### src/sv/iee_pkg.sv
package iee_pkg;

  typedef enum logic [2:0] {
    TOK_NUM   = 3'd0,
    TOK_OPEN  = 3'd1,
    TOK_CLOSE = 3'd2,
    TOK_OPER  = 3'd3,
    TOK_END   = 3'd4
  } tok_t;

  localparam logic [2:0] OP_ADD   = 3'd0;
  localparam logic [2:0] OP_SUB   = 3'd1;
  localparam logic [2:0] OP_MUL   = 3'd2;
  localparam logic [2:0] OP_DIV   = 3'd3;
  localparam logic [2:0] OP_XOR   = 3'd4;
  localparam logic [2:0] OP_PAREN = 3'd5;

  localparam logic [1:0] ST_OK    = 2'd0;
  localparam logic [1:0] ST_OVER  = 2'd1;
  localparam logic [1:0] ST_UNDER = 2'd2;
  localparam logic [1:0] ST_PAREN = 2'd3;

  typedef struct packed {
    logic push_val;
    logic push_op;
    logic pop_op;
    logic reduce;
    logic clear;
  } dp_cmd_t;

  typedef struct packed {
    logic op_empty;
    logic op_full;
    logic val_full;
    logic val_lt2;
    logic val_empty;
    logic top_paren;
    logic [2:0] top_prec;
    logic busy;
  } dp_stat_t;

  function automatic logic [2:0] prec_of(input logic [2:0] op);
    logic [2:0] p;
    case (op)
      OP_PAREN:       p = 3'd1;
      OP_ADD, OP_SUB: p = 3'd2;
      OP_MUL, OP_DIV: p = 3'd3;
      default:        p = 3'd4;
    endcase
    return p;
  endfunction

endpackage

### src/sv/iee_divider.sv
module iee_divider #(
  parameter int W = 32
) (
  input  logic         clk,
  input  logic         rst,
  input  logic         start,
  input  logic [W-1:0] num,
  input  logic [W-1:0] den,
  output logic         busy,
  output logic         done,
  output logic [W-1:0] quo
);
  localparam int CW = $clog2(W + 1);

  logic [W-1:0]  rem;
  logic [W-1:0]  q;
  logic [W-1:0]  d;
  logic          neg;
  logic [CW-1:0] cnt;
  logic [W:0]    trial;

  assign trial = {rem, q[W-1]} - {1'b0, d};
  assign quo = neg ? (~q + 1'b1) : q;

  always_ff @(posedge clk) begin
    done <= 1'b0;
    if (rst) begin
      busy <= 1'b0;
      cnt  <= '0;
    end else if (start) begin
      busy <= 1'b1;
      cnt  <= CW'(W);
      neg  <= num[W-1];
      q    <= num[W-1] ? (~num + 1'b1) : num;
      rem  <= '0;
      d    <= den;
    end else if (busy) begin
      if (!trial[W]) begin
        rem <= trial[W-1:0];
        q   <= {q[W-2:0], 1'b1};
      end else begin
        rem <= {rem[W-2:0], q[W-1]};
        q   <= {q[W-2:0], 1'b0};
      end
      cnt <= cnt - 1'b1;
      if (cnt == CW'(1)) begin
        busy <= 1'b0;
        done <= 1'b1;
      end
    end
  end
endmodule

### src/sv/iee_datapath.sv
module iee_datapath #(
  parameter int OPERATOR_DEPTH = 16,
  parameter int VALUE_DEPTH    = 16,
  parameter int VALUE_WIDTH    = 32
) (
  input  logic                   clk,
  input  logic                   rst,
  input  iee_pkg::dp_cmd_t       cmd,
  input  logic [2:0]             op_in,
  input  logic [31:0]            num_in,
  output iee_pkg::dp_stat_t      stat,
  output logic [VALUE_WIDTH-1:0] top_val
);
  import iee_pkg::*;

  localparam int OW = $clog2(OPERATOR_DEPTH);
  localparam int VW = $clog2(VALUE_DEPTH);

  logic [2:0]             ostk [OPERATOR_DEPTH];
  logic [VALUE_WIDTH-1:0] vstk [VALUE_DEPTH];
  logic [OW:0]            otop;
  logic [VW:0]            vtop;
  logic [2:0]             otop_op;
  logic [VALUE_WIDTH-1:0] va, vb;
  logic [2:0]             rop;
  logic [1:0]             rphase;
  logic [1:0]             step;
  logic [VALUE_WIDTH-1:0] res;
  logic [VALUE_WIDTH-1:0] rd;
  logic [VALUE_WIDTH-1:0] prod;
  logic                   div_start, div_busy, div_done;
  logic [VALUE_WIDTH-1:0] div_q;

  // step: 0 idle, 1 latch a, 2 latch b and start divider, 3 write back
  iee_divider #(.W(VALUE_WIDTH)) u_div (
    .clk(clk), .rst(rst), .start(div_start), .num(va), .den(rd),
    .busy(div_busy), .done(div_done), .quo(div_q)
  );

  always_ff @(posedge clk) begin
    otop_op <= ostk[OW'(otop - 1'b1)];
    rd      <= (rphase == 2'd1) ? vstk[VW'(vtop - 2'd2)] : vstk[VW'(vtop - 1'b1)];
  end

  assign top_val = rd;
  assign prod    = va * vb;

  always_comb begin
    case (rop)
      OP_ADD:  res = va + vb;
      OP_SUB:  res = va - vb;
      OP_MUL:  res = prod;
      OP_XOR:  res = va ^ vb;
      default: res = '0;
    endcase
  end

  assign div_start = (step == 2'd2) && (rop == OP_DIV) && (rd != '0) && !rd[VALUE_WIDTH-1];

  always_ff @(posedge clk) begin
    if (rst || cmd.clear) begin
      otop <= '0;
      vtop <= '0;
      step <= 2'd0;
    end else begin
      case (step)
        2'd0: begin
          if (cmd.reduce) begin
            rop  <= otop_op;
            otop <= otop - 1'b1;
            step <= 2'd1;
          end else if (cmd.push_val) begin
            vstk[VW'(vtop)] <= VALUE_WIDTH'($signed(num_in));
            vtop <= vtop + 1'b1;
          end else if (cmd.push_op) begin
            ostk[OW'(otop)] <= op_in;
            otop <= otop + 1'b1;
          end else if (cmd.pop_op) begin
            otop <= otop - 1'b1;
          end
        end
        2'd1: begin
          va   <= rd;
          step <= 2'd2;
        end
        2'd2: begin
          vb   <= rd;
          step <= 2'd3;
        end
        default: begin
          if (rop != OP_DIV) begin
            vstk[VW'(vtop - 2'd2)] <= res;
            vtop <= vtop - 1'b1;
            step <= 2'd0;
          end else if (vb == '0 || vb[VALUE_WIDTH-1]) begin
            vstk[VW'(vtop - 2'd2)] <= '0;
            vtop <= vtop - 1'b1;
            step <= 2'd0;
          end else if (div_done) begin
            vstk[VW'(vtop - 2'd2)] <= div_q;
            vtop <= vtop - 1'b1;
            step <= 2'd0;
          end
        end
      endcase
    end
  end

  // read address for a then b follows step
  assign rphase = (step == 2'd0 && cmd.reduce) ? 2'd1 : 2'd0;

  assign stat.op_empty  = (otop == '0);
  assign stat.op_full   = (otop >= (OW + 1)'(OPERATOR_DEPTH));
  assign stat.val_full  = (vtop >= (VW + 1)'(VALUE_DEPTH));
  assign stat.val_lt2   = (vtop < (VW + 1)'(2));
  assign stat.val_empty = (vtop == '0);
  assign stat.top_paren = (otop_op == OP_PAREN);
  assign stat.top_prec  = prec_of(otop_op);
  assign stat.busy      = (step != 2'd0) || div_busy;
endmodule

### src/sv/iee_control.sv
module iee_control (
  input  logic                clk,
  input  logic                rst,
  input  logic                in_valid,
  output logic                in_stall,
  input  logic [2:0]          opcode,
  input  logic [2:0]          operator_code,
  output logic                out_valid,
  input  logic                out_stall,
  output logic [1:0]          status,
  output logic                take_val,
  output iee_pkg::dp_cmd_t    cmd,
  output logic [2:0]          op_sel,
  input  iee_pkg::dp_stat_t   stat
);
  import iee_pkg::*;

  typedef enum logic [2:0] {
    S_IDLE, S_SETTLE, S_DECIDE, S_WAIT, S_EMIT
  } state_t;

  state_t     state;
  logic [2:0] tok;
  logic [2:0] opc;
  logic [1:0] err;

  assign in_stall = (state != S_IDLE) || out_valid || (cmd != '0);
  assign op_sel   = opc;

  always_ff @(posedge clk) begin
    cmd      <= '0;
    take_val <= 1'b0;
    if (rst) begin
      state     <= S_IDLE;
      err       <= ST_OK;
      out_valid <= 1'b0;
      status    <= ST_OK;
    end else begin
      if (out_valid && !out_stall) out_valid <= 1'b0;
      case (state)
        S_IDLE: begin
          if (in_valid && !in_stall) begin
            tok <= opcode;
            opc <= operator_code;
            if (opcode == TOK_END) state <= S_SETTLE;
            else if (err == ST_OK) begin
              case (opcode)
                TOK_NUM: begin
                  if (stat.val_full) err <= ST_OVER;
                  else cmd.push_val <= 1'b1;
                end
                TOK_OPEN: begin
                  if (stat.op_full) err <= ST_OVER;
                  else cmd.push_op <= 1'b1;
                  opc <= OP_PAREN;
                end
                TOK_CLOSE: state <= S_SETTLE;
                TOK_OPER:  if (operator_code <= OP_XOR) state <= S_SETTLE;
                default: ;
              endcase
            end
          end
        end
        S_SETTLE: state <= S_DECIDE;
        S_WAIT: if (!stat.busy && !cmd.reduce) state <= S_SETTLE;
        S_DECIDE: begin
          state <= S_IDLE;
          case (tok)
            TOK_CLOSE: begin
              if (stat.op_empty) err <= ST_PAREN;
              else if (stat.top_paren) cmd.pop_op <= 1'b1;
              else if (stat.val_lt2) err <= ST_UNDER;
              else begin cmd.reduce <= 1'b1; state <= S_WAIT; end
            end
            TOK_OPER: begin
              if (!stat.op_empty && stat.top_prec >= prec_of(opc)) begin
                if (stat.val_lt2) err <= ST_UNDER;
                else begin cmd.reduce <= 1'b1; state <= S_WAIT; end
              end else if (stat.op_full) err <= ST_OVER;
              else cmd.push_op <= 1'b1;
            end
            default: begin
              if (err == ST_OK && !stat.op_empty) begin
                if (stat.top_paren) err <= ST_PAREN;
                else if (stat.val_lt2) err <= ST_UNDER;
                else begin cmd.reduce <= 1'b1; state <= S_WAIT; end
                if (stat.top_paren || stat.val_lt2) state <= S_DECIDE;
              end else begin
                if (err == ST_OK && stat.val_empty) status <= ST_UNDER;
                else status <= err;
                take_val <= 1'b1;
                state    <= S_EMIT;
              end
            end
          endcase
        end
        S_EMIT: begin
          out_valid <= 1'b1;
          err       <= ST_OK;
          cmd.clear <= 1'b1;
          state     <= S_IDLE;
        end
        default: state <= S_IDLE;
      endcase
    end
  end

  a_no_accept_busy: assert property (@(posedge clk) disable iff (rst)
    (state != S_IDLE) |-> in_stall) else $error("accept while busy");
  a_out_hold: assert property (@(posedge clk) disable iff (rst)
    (out_valid && out_stall) |=> out_valid) else $error("result lost");
  a_emit_once: assert property (@(posedge clk) disable iff (rst)
    (state == S_EMIT) |=> (state == S_IDLE)) else $error("emit stuck");
endmodule

### src/sv/infix_expression_evaluator_core.sv
// Two-stack infix evaluator. Tokens arrive one word at a time; a number or
// open parenthesis is pushed directly, an operator or close parenthesis
// first performs the reductions it needs (a reduction that divides by a
// positive value runs through the bit-serial divider). The end token
// performs the reductions that are left, then yields one word of value and
// status and holds off input until that word is taken; status
// 1 overflow, 2 missing operand, 3 unmatched parenthesis, with value 0 on error.
module infix_expression_evaluator_core #(
  parameter int OPERATOR_DEPTH = 16,
  parameter int VALUE_DEPTH    = 16,
  parameter int VALUE_WIDTH    = 32
) (
  input  logic               clk,
  input  logic               rst,
  input  logic               in_valid,
  output logic               in_stall,
  input  logic [2:0]         opcode,
  input  logic signed [31:0] operand_value,
  input  logic [2:0]         operator_code,
  output logic               out_valid,
  input  logic               out_stall,
  output logic signed [31:0] result_value,
  output logic [1:0]         status
);
  import iee_pkg::*;

  dp_cmd_t                cmd;
  dp_stat_t               stat;
  logic [2:0]             op_sel;
  logic                   take_val;
  logic [VALUE_WIDTH-1:0] top_val;
  logic [63:0]            top_ext;
  logic [31:0]            num_hold;

  iee_control u_ctl (
    .clk(clk), .rst(rst), .in_valid(in_valid), .in_stall(in_stall),
    .opcode(opcode), .operator_code(operator_code), .out_valid(out_valid),
    .out_stall(out_stall), .status(status), .take_val(take_val),
    .cmd(cmd), .op_sel(op_sel), .stat(stat)
  );

  iee_datapath #(
    .OPERATOR_DEPTH(OPERATOR_DEPTH), .VALUE_DEPTH(VALUE_DEPTH),
    .VALUE_WIDTH(VALUE_WIDTH)
  ) u_dp (
    .clk(clk), .rst(rst), .cmd(cmd), .op_in(op_sel),
    .num_in(num_hold), .stat(stat), .top_val(top_val)
  );

  assign top_ext = 64'(top_val);

  always_ff @(posedge clk) begin
    if (in_valid && !in_stall) num_hold <= operand_value;
  end

  always_ff @(posedge clk) begin
    if (take_val) result_value <= (status == ST_OK) ? top_ext[31:0] : '0;
  end
endmodule

### config.mk
export PLATFORM = sky130hd
export DESIGN_NAME = infix_expression_evaluator_core
export DESIGN_NICKNAME = d
export VERILOG_FILES = /design/src/sv/iee_pkg.sv /design/src/sv/iee_divider.sv /design/src/sv/iee_datapath.sv /design/src/sv/iee_control.sv /design/src/sv/infix_expression_evaluator_core.sv
export SDC_FILE = /design/constraint.sdc
export NUM_CORES = 2
export LEC_CHECK = 0
export CELL_PAD_IN_SITES_DETAIL_PLACEMENT = 0
export CELL_PAD_IN_SITES_GLOBAL_PLACEMENT = 2
export CORE_MARGIN = 3
export CORE_UTILIZATION = 42
export CTS_CLUSTER_DIAMETER = 80
export DETAILED_ROUTE_END_ITERATION = 8
export DONT_BUFFER_PORTS = 1
export GPL_TIMING_DRIVEN = 0
export PLACE_DENSITY = 0.84
export SLEW_MARGIN = 30
export SYNTH_ARGS = -nofsm -noshare
export SYNTH_HDL_FRONTEND = slang
export SYNTH_HIERARCHICAL = 1
export SYNTH_SLANG_ARGS = --single-unit
### constraint.sdc
create_clock -name clk -period 8.08 [get_ports clk]
set_input_delay 0.808 -clock clk [delete_from_list [all_inputs] [get_ports clk]]
set_output_delay 0.808 -clock clk [all_outputs]
set_load 0.1 [all_outputs]
; After elaboration in Yosys (flattened, before gate mapping)
; Memory sizes are Yosys's and may differ from the RTL's. A register that Yosys moved wholly into a read port is not among the register bits.
; Cells that the tools add are included.
[totals]
output_inout_bits = 36
word_cells = 295
n_memories = 2
in_bits = 42
reg_bits = 300
mem_bits_rw = 560
[memory_table]
columns = name, depth, width, rd, rd_clocked_by_memory_dff, write_ports, line_no
row1 = u_dp.vstk, 16, 32, 2, 0, 1, iee_datapath.sv:20  ; logic [VALUE_WIDTH-1:0] vstk [VALUE_DEPTH];
row2 = u_dp.ostk, 16, 3, 1, 1, 1, iee_datapath.sv:19  ; logic [2:0] ostk [OPERATOR_DEPTH];
[classes]
n_reduce_logical = 69
eq_ne = 42
bitwise_logic = 17
n_addsub = 11
magnitude_cmp = 5
n_mux = 119
multipliers = 1
[ops]
columns = cell, count
row1 = two-way mux 32 bit, 10
row2 = one-hot mux 32 bit (4 select lines), 1
row3 = "adder 32 x 1 -> 32 bit, second input constant", 2
row4 = inverter 32 bit, 2
row5 = two-way mux 1 bit, 51
row6 = two-way mux 3 bit, 15
row7 = two-way mux 5 bit, 9
row8 = "== test 3 x 2 -> 1 bit, second input constant", 12
row9 = two-way mux 2 bit, 18
row10 = subtractor 33 x 32 -> 33 bit, 1
row11 = adder 32 bit, 1
row12 = logical NOT 32 bit, 1
row13 = multiplier 32 x 32 -> 32 bit, 1
row14 = nonzero test 32 bit, 1
row15 = OR reduction 32 bit, 1
row16 = subtractor 32 bit, 1
row17 = bitwise XOR 32 bit, 1
row18 = one-hot mux 3 bit (3 select lines), 2
row19 = OR reduction 2 bit, 8
row20 = "== test 3 x 1 -> 1 bit, second input constant", 5
row21 = "== test 3 bit, second input constant", 5
row22 = logical NOT 3 bit, 5
row23 = two-way mux 6 bit, 2
row24 = "inequality test 2 bit, second input constant", 6
row25 = other kinds (45), 103

; Depth between registers and ports, before layout
[logic_depth]
word_depth = 11
ltp_mapped = 28
mapped_depth_nobuf = 25

; Cells and area by module
; Netlist, hierarchy kept.
[modules_own_cells]
columns = mod, cells_each, seq_area_each_um2, area_per_inst_um2, instances
row1 = iee_datapath, 3598, 19769.0, 48582.8, 1
row2 = iee_divider, 765, 3072.9, 7287.0, 1
row3 = infix_expression_evaluator_core, 103, 1921.8, 2386.0, 1
row4 = iee_control, 123, 460.4, 1089.8, 1

; Least setup slack after synthesis
; OpenSTA, ideal clock, no wires.
[synth_timing]
path_type = reg-to-reg
start = reg u_dp.va[12]
end = mem u_dp.vstk[0][27], data pin
setup_time_ps = 330
period_less_slack_ps = 7810
setup_slack_ps = 270
n_path_buf = 2
arrival_ps = 7480
path_stages_with_launch = 26
path_cell_list = edfxtp_1 clkbuf_1 clkbuf_1 and2_1 fa_1 fa_1 fa_1 inv_1 fa_1 inv_1 fa_1 inv_1 fa_1 inv_1 fa_1 fa_1 ha_1 a21oi_1 o21ai_1 or3_1 o31ai_1 o31ai_1 a21oi_1 xnor2_1 a222oi_1 o21ai_0
[synth_via]
elab_chain_len = 5
elab_cells_between_ends = 7
[synth_rtl]
columns = element, line_no
row1 = from (decl), iee_datapath.sv:24  ; logic [VALUE_WIDTH-1:0] va, vb;
row2 = from (signal assigned), iee_datapath.sv:83  ; va <= rd;
row3 = multiplier 32 x 32 -> 32 bit (tied with other cells), iee_datapath.sv:46  ; assign prod = va * vb;
row4 = one-hot mux 32 bit (4 select lines) *, iee_datapath.sv:49  ; case (rop)
row5 = two-way mux 32 bit (no source line) * (3 in a row), -
row6 = to (decl), iee_datapath.sv:20
; Mark *: on every way between the ends. The rest lies on a longest branch, timed or not.

; Worst setup path after layout
[layout_timing]
start = reg u_dp.vb[4]
end = mem u_dp.vstk[4][29], data pin
[layout_via]
elab_chain_len = 11
elab_cells_between_ends = 22
[layout_rtl]
columns = element, line_no
row1 = from (decl), iee_datapath.sv:24
row2 = from (signal assigned), iee_datapath.sv:87  ; vb <= rd;
row3 = branches (longest 10 deep; another with multiplier 32 x 32 -> 32 bit), -
row4 = two-way mux 32 bit (no source line) *, -
; Mark *: on every way between the ends.

==> flow_summary.rst <==
.. list-table::
   :header-rows: 1

   * - Metric
     - Value
   * - Adder and majority gate portion of the synthesized area
     - a little under a fifth
   * - Area fraction in and, or, nand and nor cells after synthesis
     - a little over a tenth
   * - Hold path endpoint
     - u_dp/u_div/cnt[5]
   * - Number of buffers created by CTS
     - 91
   * - Nets in the synthesized netlist
     - 5266
   * - Global-route met3 utilization
     - a little over 5%
   * - Worst hold path cell count
     - 1
   * - Most area-hungry cell type in the Yosys netlist
     - sky130_fd_sc_hd__edfxtp_1
   * - Stage delay of the slowest cell on the critical path
     - roughly 550 ps
   * - Routability congestion estimate
     - between 0.9 and 1
   * - Number of setup violations in the final report
     - 144
   * - Final period util
     - 103.0%
   * - Setup slack on the worst flop-to-flop path
     - -240 ps
   * - Worst path required time
     - approximately 8400 ps
   * - Worst min-delay path startpoint
     - rst
   * - Cell count after synthesis
     - roughly 4600
   * - Core box area
     - between 0.1 and 0.15 mm²
   * - R2r startpoint
     - u_dp/vb[4]
   * - Pin count of the biggest net entering global routing
     - 33
   * - Met1 demand-to-capacity share in global routing
     - 35.74%
   * - Global route total overflow
     - 0
   * - Avg Vias per Cell
     - ~6
   * - Setup crit end kind
     - flip-flop
   * - Die area
     - around 0.15 mm²
   * - Highest achievable clock rate
     - about 120 MHz
   * - Count of non-filler cells in the finished layout
     - about 6800
   * - Largest buffer count on any clock path
     - 3
   * - Pins over their slew limit
     - 0
   * - Die extent in y
     - between 300 and 400 µm
   * - Number of synthesized register bits
     - between 800 and 900
   * - Main combinational cell family by area after synthesis
     - adder cells
   * - Tightest slew margin relative to the limit
     - between 20 and 30%
   * - Async set-reset flop share out of synthesis
     - 0%
   * - Nature of the critical path startpoint
     - flip-flop
   * - Most frequent cells in the layout
     - sky130_fd_sc_hd__edfxtp_1 (794), sky130_fd_sc_hd__inv_1 (464), sky130_fd_sc_hd__fa_1 (401)
   * - Number of routed nets with antenna violations
     - 0
   * - Proportion of layout cells with a drive suffix above 1
     - between 10% and 20%
   * - Detailed-route via count
     - between 40000 and 50000
   * - Leading register cell type out of synthesis
     - sky130_fd_sc_hd__edfxtp_1
   * - Count of TritonRoute iterations in the first routing pass
     - 6
   * - Critical path arrival
     - 8660 ps
   * - Die outline width
     - roughly 380 µm
   * - Slowest stage cell on the critical path
     - sky130_fd_sc_hd__edfxtp_1
   * - Type of the worst setup path
     - flip-flop to flip-flop
   * - Clock tree from TritonCTS
     - done
   * - Ports
     - between 70 and 80
   * - Crit path time final
     - between 8000 and 9000 ps
   * - Crit-path max FO
     - 10
   * - Largest cells by area after synthesis
     - sky130_fd_sc_hd__edfxtp_1 (40%), sky130_fd_sc_hd__fa_1 (14%), sky130_fd_sc_hd__mux4_2 (13%), sky130_fd_sc_hd__ha_1 (4.7%), sky130_fd_sc_hd__and2_1 (3.3%)
   * - Netlist Area Pre-Place
     - approximately 0.06 mm²
   * - Final HPWL from detailed placement
     - roughly 150000 µm
   * - Setup repair after global routing missed its margin
     - true
   * - Most frequent CP cell
     - sky130_fd_sc_hd__fa_1
   * - Root Buffer
     - sky130_fd_sc_hd__clkbuf_16
   * - Proportion of synthesized area in mux cells
     - 13.97%
   * - Residual DRC count
     - 0
   * - Antenna violations before repair
     - 17
   * - Post-Place Cells
     - about 6500
   * - Maximum clock skew at final layout
     - roughly 31 ps
   * - Library cells used by synthesis
     - 100
   * - Transition at the pin with the smallest max-transition slack
     - 1051 ps
   * - Xor/xnor share of the synthesized area
     - 3.711%
   * - Final-report hold violation count
     - 0
   * - Sinks on Clock Net
     - 863
   * - Fraction of post-synthesis cell area in the top cell type by area
     - between 40% and 50%
   * - Number of buffers added on ports
     - 0
   * - Number of cell rows
     - roughly 140
   * - Type of the worst min-delay path
     - input port to flip-flop
   * - First-pass GRT wire length
     - between 200000 and 300000 µm
   * - Share of the yosys chip area belonging to registers
     - a little over two fifths
   * - Max-Cap Viols
     - 0
   * - Run status
     - finished with violations
   * - Synth warn
     - 6
   * - CTS clk-pin slew, worst paths
     - about 60 ps
   * - DRT iter0 DRCs
     - ~4600
   * - Most frequent standard cell in the layout excluding fill and tap cells
     - sky130_fd_sc_hd__edfxtp_1
   * - Global Route Usage Sum
     - 27.03%
   * - Number of global-route vias before repair
     - ~40000
   * - Growth of design area from synthesis to finish
     - 14.41%
   * - Avg Cell Area, Syn
     - about 13 µm²
   * - Worst Reg-to-Reg Cells
     - 26
   * - Synth Area in Compound Gates
     - under 10%
   * - Effective utilization at floorplan
     - 42.43%
   * - CTS H-tree lvls
     - 3
   * - Cell area after layout
     - roughly 0.068 mm²
   * - Final Net Count
     - about 5500
   * - Skew-Pair Late Insertion Delay
     - just under 700 ps
   * - Busiest grt layer
     - met2
   * - Routing usage on met2
     - between 40% and 50%
   * - Post-placement cell area
     - 0.06319 mm²
   * - Violations in the final reports
     - negative setup slack
   * - Final routed wirelength across all metal layers
     - 198000 µm
   * - Worst flop-to-flop path endpoint
     - u_dp/vstk[4][29]
   * - Setup Total Neg Slack
     - -16030 ps
   * - Number of buffers inserted by hold repair at cts
     - 0
   * - EDFF count, synth
     - between 700 and 800
   * - Least setup slack across all paths after layout
     - -243.9 ps
   * - Detail-routed net length per standard cell
     - approximately 29 µm
-- layer usage --
metal / vias up / routed length [µm]
met5: - / 7
met4: 2 / 10050
met3: 463 / 17900
met2: 2248 / 93080
met1: 21010 / 76960
li1: 16940 / -
-- timing repair --
| item | CTS | global route |
|---|---|---|
| gates cloned | 4 | 0 |
| endpoints found under the setup margin | 304 | 268 |
| resized for setup | 178 | 35 |
| setup buffers | 64 | 13 |
| pin swaps | 23 | 29 |
-- layout make-up --
class	count	area, µm²
Fill cell	12260	71980
Buffer	258	1361
Timing Repair Buffer	129	1810
Clock inverter	57	734.5
Sequential cell	863	25230
Clock buffer	114	2507
Multi-Input combinational cell	3000	32130
Antenna cell	8	20.02
Inverter	467	1753
Tap cell	1876	2347
-- worst max-delay path: cells and delay by family, from the launching register on --
family	cells	cell delay (ps)
compound gates	4	1140
fa+ha+maj	9	4080
buf+inv	7	1060
flops	1	550
simple gates	6	1110
-- through the flow --
| stage | utilization (%) | hold WS, ps | setup slack, ps |
|---|---|---|---|
| 6_report | 48.54 | 201.7 | -243.9 |
| 3_3_place_gp | 44.11 | 482.9 | -3121 |
| 4_1_cts | 48.38 | 159.6 | -180.1 |
| 2_1_floorplan | - | 422.3 | 270.0 |
| 5_1_grt | 48.53 | 177.9 | -422.9 |
| 3_5_place_dp | 45.18 | 494.0 | -2259 |
-- sequential cells by signal, indices dropped and copies added, names as in the netlist, 6 cells and up --
signal / flops
u_dp/ostk: 48
u_dp/vb: 32
num_hold: 32
result_value: 32
u_dp/vstk: 512
u_dp/va: 32
u_dp/u_div/rem: 32
u_dp/u_div/d: 32
u_dp/u_div/cnt: 6
u_dp/u_div/q: 32
u_dp/top_val: 32
-- cell families after synthesis --
logic type	Yosys count
AO/OA/AOI/OAI	534
XOR/XNOR	249
adder cells (fa/ha/maj)	635
buffers and inverters	729
flip-flops	863
multiplexers	404
AND/OR/NAND/NOR	1175
-- Yosys cell counts, types with 86 or more instances --
cell type,instances
sky130_fd_sc_hd__a21oi_1,166
sky130_fd_sc_hd__and2_1,315
sky130_fd_sc_hd__clkbuf_1,207
sky130_fd_sc_hd__edfxtp_1,794
sky130_fd_sc_hd__fa_1,410
sky130_fd_sc_hd__ha_1,225
sky130_fd_sc_hd__inv_1,466
sky130_fd_sc_hd__mux4_2,335
sky130_fd_sc_hd__nand2_1,356
sky130_fd_sc_hd__nor2_1,196
sky130_fd_sc_hd__xnor2_1,161
sky130_fd_sc_hd__xor2_1,86
-- worst max path at each step --
| stage | from | to | slack (ps) | cells after the start |
|---|---|---|---|---|
| floorplan | u_dp/va[12] | u_dp/vstk[0][27] | 270 | 25 |
| global placement | u_dp/va[11] | u_dp/vstk[8][27] | -3120 | 25 |
| detailed placement | u_dp/va[11] | u_dp/vstk[8][31] | -2260 | 25 |
| CTS | u_dp/vb[4] | u_dp/vstk[8][27] | -180 | 24 |
| global route | u_dp/vb[2] | u_dp/vstk[4][29] | -420 | 28 |
| finish | u_dp/vb[4] | u_dp/vstk[4][29] | -240 | 26 |
Power is left out: the tool's default activity adds up to more than one toggle a clock period on the data nets, which glitch-free logic cannot reach.
